--- config.mk ---
export PLATFORM = sky130hd
export DESIGN_NAME = mwkw_ctrl
export DESIGN_NICKNAME = d
export VERILOG_FILES = /design/src/design/max_weight_key_window_defines.svh /design/src/design/mwkw_pkg.sv /design/src/design/mwkw_ctrl.sv
export SDC_FILE = /design/constraint.sdc
export NUM_CORES = 1
export LEC_CHECK = 0
export BUFFER_PORTS_ARGS = -buffer_cell sky130_fd_sc_hd__buf_2
export CAP_MARGIN = 25
export CORE_AREA = 10 10 47 49
export CTS_BUF_LIST = sky130_fd_sc_hd__clkbuf_2 sky130_fd_sc_hd__clkbuf_4 sky130_fd_sc_hd__clkbuf_8
export CTS_CLUSTER_SIZE = 14
export DETAILED_ROUTE_END_ITERATION = 7
export DIE_AREA = 0 0 57 59
export PLACE_DENSITY = 0.4
export SYNTH_ARGS = -nofsm -noshare
export SYNTH_HDL_FRONTEND = slang
export SYNTH_SLANG_ARGS = --single-unit
--- constraint.sdc ---
create_clock -name clk -period 1.3 [get_ports clk]
set_input_delay 0.065 -clock clk [delete_from_list [all_inputs] [get_ports clk]]
set_output_delay 0.065 -clock clk [all_outputs]
set_load 0.03 [all_outputs]
--- src/design/max_weight_key_window_defines.svh ---
`ifndef MAX_WEIGHT_KEY_WINDOW_DEFINES_SVH
`define MAX_WEIGHT_KEY_WINDOW_DEFINES_SVH

// checks that hold outside reset
`define MWKW_ASSERT(label, prop) \
  label: assert property (@(posedge clk) disable iff (rst) prop) \
    else $error("%m check failed");

// checks that hold during reset as well
`define MWKW_ASSERT_ALWAYS(label, prop) \
  label: assert property (@(posedge clk) prop) else $error("%m check failed");

`endif

--- src/design/mwkw_pkg.sv ---
package mwkw_pkg;

  localparam int KEY_W = 32;
  localparam int WGT_W = 32;
  localparam int SUM_W = 42;
  localparam logic [SUM_W-1:0] SUM_MAX = '1;

  typedef enum logic [2:0] {
    ST_LOAD,
    ST_START,
    ST_OUT_RD,
    ST_OUT_LAT,
    ST_SCAN,
    ST_DRAIN,
    ST_CMP,
    ST_DONE
  } state_t;

  typedef struct packed {
    logic load_acc;
    logic start;
    logic outer_rd;
    logic outer_lat;
    logic scan;
    logic cmp;
    logic clear;
  } cmd_t;

  typedef struct packed {
    logic count_zero;
    logic i_last;
    logic j_last;
  } status_t;

endpackage

--- src/design/mwkw_ctrl.sv ---
module mwkw_ctrl (
  input  logic              clk,
  input  logic              rst,
  input  logic              in_valid,
  input  logic              last_item,
  input  logic              out_stall,
  input  mwkw_pkg::status_t status,
  output mwkw_pkg::cmd_t    cmd,
  output logic              in_stall,
  output logic              out_valid
);

  mwkw_pkg::state_t state;
  mwkw_pkg::state_t state_next;

  always_ff @(posedge clk) begin
    if (rst) begin
      state <= mwkw_pkg::ST_LOAD;
    end else begin
      state <= state_next;
    end
  end

  always_comb begin
    state_next = state;
    unique case (state)
      mwkw_pkg::ST_LOAD: begin
        if (in_valid && last_item) state_next = mwkw_pkg::ST_START;
      end
      mwkw_pkg::ST_START: begin
        state_next = status.count_zero ? mwkw_pkg::ST_DONE : mwkw_pkg::ST_OUT_RD;
      end
      mwkw_pkg::ST_OUT_RD:  state_next = mwkw_pkg::ST_OUT_LAT;
      mwkw_pkg::ST_OUT_LAT: state_next = mwkw_pkg::ST_SCAN;
      mwkw_pkg::ST_SCAN: begin
        if (status.j_last) state_next = mwkw_pkg::ST_DRAIN;
      end
      mwkw_pkg::ST_DRAIN: state_next = mwkw_pkg::ST_CMP;
      mwkw_pkg::ST_CMP: begin
        state_next = status.i_last ? mwkw_pkg::ST_DONE : mwkw_pkg::ST_OUT_RD;
      end
      mwkw_pkg::ST_DONE: begin
        if (!out_stall) state_next = mwkw_pkg::ST_LOAD;
      end
      default: state_next = mwkw_pkg::ST_LOAD;
    endcase
  end

  always_comb begin
    cmd       = '0;
    in_stall  = 1'b1;
    out_valid = 1'b0;
    unique case (state)
      mwkw_pkg::ST_LOAD: begin
        in_stall     = 1'b0;
        cmd.load_acc = in_valid;
      end
      mwkw_pkg::ST_START:   cmd.start     = 1'b1;
      mwkw_pkg::ST_OUT_RD:  cmd.outer_rd  = 1'b1;
      mwkw_pkg::ST_OUT_LAT: cmd.outer_lat = 1'b1;
      mwkw_pkg::ST_SCAN:    cmd.scan      = 1'b1;
      mwkw_pkg::ST_DRAIN:   cmd           = '0;
      mwkw_pkg::ST_CMP:     cmd.cmp       = 1'b1;
      mwkw_pkg::ST_DONE: begin
        out_valid = 1'b1;
        cmd.clear = !out_stall;
      end
      default: cmd = '0;
    endcase
  end

endmodule

==> qor.txt <==
TritonCTS buffer count = 3
Mapped cell area = 258 µm²
Clock buffer depth = 2
CP required = 1240 ps
First-pass GRT wire length = 1.41 mm
Mapped Cells = 39
Post-CTS setup buffer count = 0
CTS clock-pin slew for the worst setup and hold paths = 40 ps
Via count = 318
Filler cells = 179
Kind of critical path = reg -> out
Worst min-delay path category = in -> reg
Max incr delay on CP = 360 ps
Clock Tree Root = clkbuf_4
Clock Skew = 1.87 ps
Sequential area share after synthesis = 23.3%
Initial Util = 18.4%
First drt pass iteration count = 2
Multi-input logic area = 168 µm²
Antenna diodes = 0
I/O Pins = 17
Crit path cell chain = buf_4 -> nor3_1 -> buf_2
Post-Syn Area per Cell = 6.61 µm²
Die Y = 59 µm
DRT Wirelength = 879 µm
Worst-Skew Late Latency = 230 ps
Endpoints failing setup = 0
TritonCTS clock tree = built
Via-to-Cell Ratio = 4.24
Die area = 3360 µm²
GP Congestion = 0.790
Critical Path Start Type = flop
Synth Net Count = 47
Leakage dissipation = 0.000214 µW
Power, Total = 691 µW
Final Hold Fails = 0
Crit path capture type = output pin
Worst Tran Pin Value = 199 ps
Largest net degree at the start of global routing = 12
# DRC = 0
Top reg by flops = state
Pins over their slew limit = 0
Fmax = 822 MHz
Critical-path top delay cell = dfxtp_2
DR iter-0 viols = 6
Worst Path Max Fanout = 7
Final HPWL from detailed placement = 731 µm
Worst slew margin = 86.6%
Std-Cell Rows = 14
Fin util = 29.0%
Storage cell area = 68.8 µm²
Global Route Usage Sum = 5.39%
GRT overflow = 0
Layout cell share with drive strength beyond 1 = 47.5%
Fin cells = 75
Power Density = 1700 nW/µm²
Final #Nets = 68
Final Critical Period = 1220 ps
RSZ-0062 raised after global routing = true
Worst Path Arrival = 1150 ps
Status = complete, no violations
Max_cap viols = 0
Final antenna-violating net count = 0
Max reg flops = 3
Hold slack = 71.7 ps
Setup ws final = 83.6 ps
Maximum VDD drop = 0.571 mV
Delay-heaviest family, CP = buffers and inverters
H-tree depth reported by CTS = 1
Fin crit share = 93.6%
Ys Warns = 0
Clock Sinks = 3
#FFs+latches synth = 3
Port Buf Inserts = 16
Die W = 57 µm
Pre-CTS setup slack = 159 ps
Post-synth cell types = 17
Placed insts = 71
Layout area overhead = 57.8%
Largest regs = state: 3 flops
R2R setup slack = 220 ps
WP buf/inv = 2
Initial antenna violation count = 0
Placeable Area = 1400 µm²
Wire per inst = 11.7 µm
Vias in the first global route = 349
[where the power goes]
part | switching (µW) | leakage (µW) | internal (µW)
Sequential | 53.1 | 0.0000264 | 122
Combinational | 203 | 0.000169 | 130
Clock | 47.0 | 0.0000184 | 136
[final cells by class]
class	instances	area share [%]
Timing Repair Buffer	19	25.8
Tap cell	16	4.92
Inverter	4	3.69
Clock buffer	4	7.38
Multi-Input combinational cell	29	41.2
Sequential cell	3	16.9
[final timing paths]
kind	start	endpoint	cells past startpoint
max	state[1]	cmd[2]	3
min reg2reg	state[0]	state[1]	2
min	rst	state[1]	2
max reg2reg	state[0]	state[2]	4
[cells in the mapped netlist]
cell type / instances / area, µm²
a21oi_1: 4 / 20.0
a31oi_1: 1 / 6.26
and2_1: 1 / 6.26
buf_4: 2 / 15.0
buf_6: 1 / 11.3
dfxtp_1: 3 / 60.1
inv_1: 4 / 15.0
nand2_1: 3 / 11.3
nand2b_1: 3 / 18.8
nand3_1: 1 / 5.00
nor2_1: 7 / 26.3
nor3_1: 4 / 20.0
nor3b_1: 1 / 7.51
o21a_1: 1 / 7.51
o21ai_0: 1 / 5.00
o22ai_1: 1 / 6.26
o32ai_2: 1 / 16.3
[metal layers]
layer	up-vias	track usage, %	routed length (µm)
met3	0	3.86	81
met2	12	7.60	378
met4	0	4.03	0
met1	136	5.42	419
met5	-	0	0
li1	170	-	-
[cell families after synthesis]
family,count (synthesis),synth area share [%]
AO/OA/AOI/OAI,9,23.8
buffers and inverters,7,16.0
flip-flops,3,23.3
AND/OR/NAND/NOR,20,36.9
[cell usage in the layout (no fill, tap or decap), drive strengths merged]
cell type and count:
a21oi 4, a31oi 1, and2 1, buf 19
clkbuf 4, dfxtp 3, inv 4, nand2 3
nand2b 3, nand3 1, nor2 7, nor3 4
nor3b 1, o21a 1, o21ai 1, o22ai 1
o32ai 1
[repair_timing]
action / in CTS / in global routing
gates cloned: 0 / 0
hold buffers: 0 / 0
endpoints found under the setup margin: 3 / 7
resized for setup: 1 / 8
[metrics by stage]
stage / instance area [µm²] / setup TNS (ps)
2_1_floorplan: 258 / 0
3_3_place_gp: 354 / 0
3_5_place_dp: 354 / 0
4_1_cts: 385 / -42.8
5_1_grt: 407 / -17.5
6_report: 407 / 0
Power figures use the tool's default switching activity.
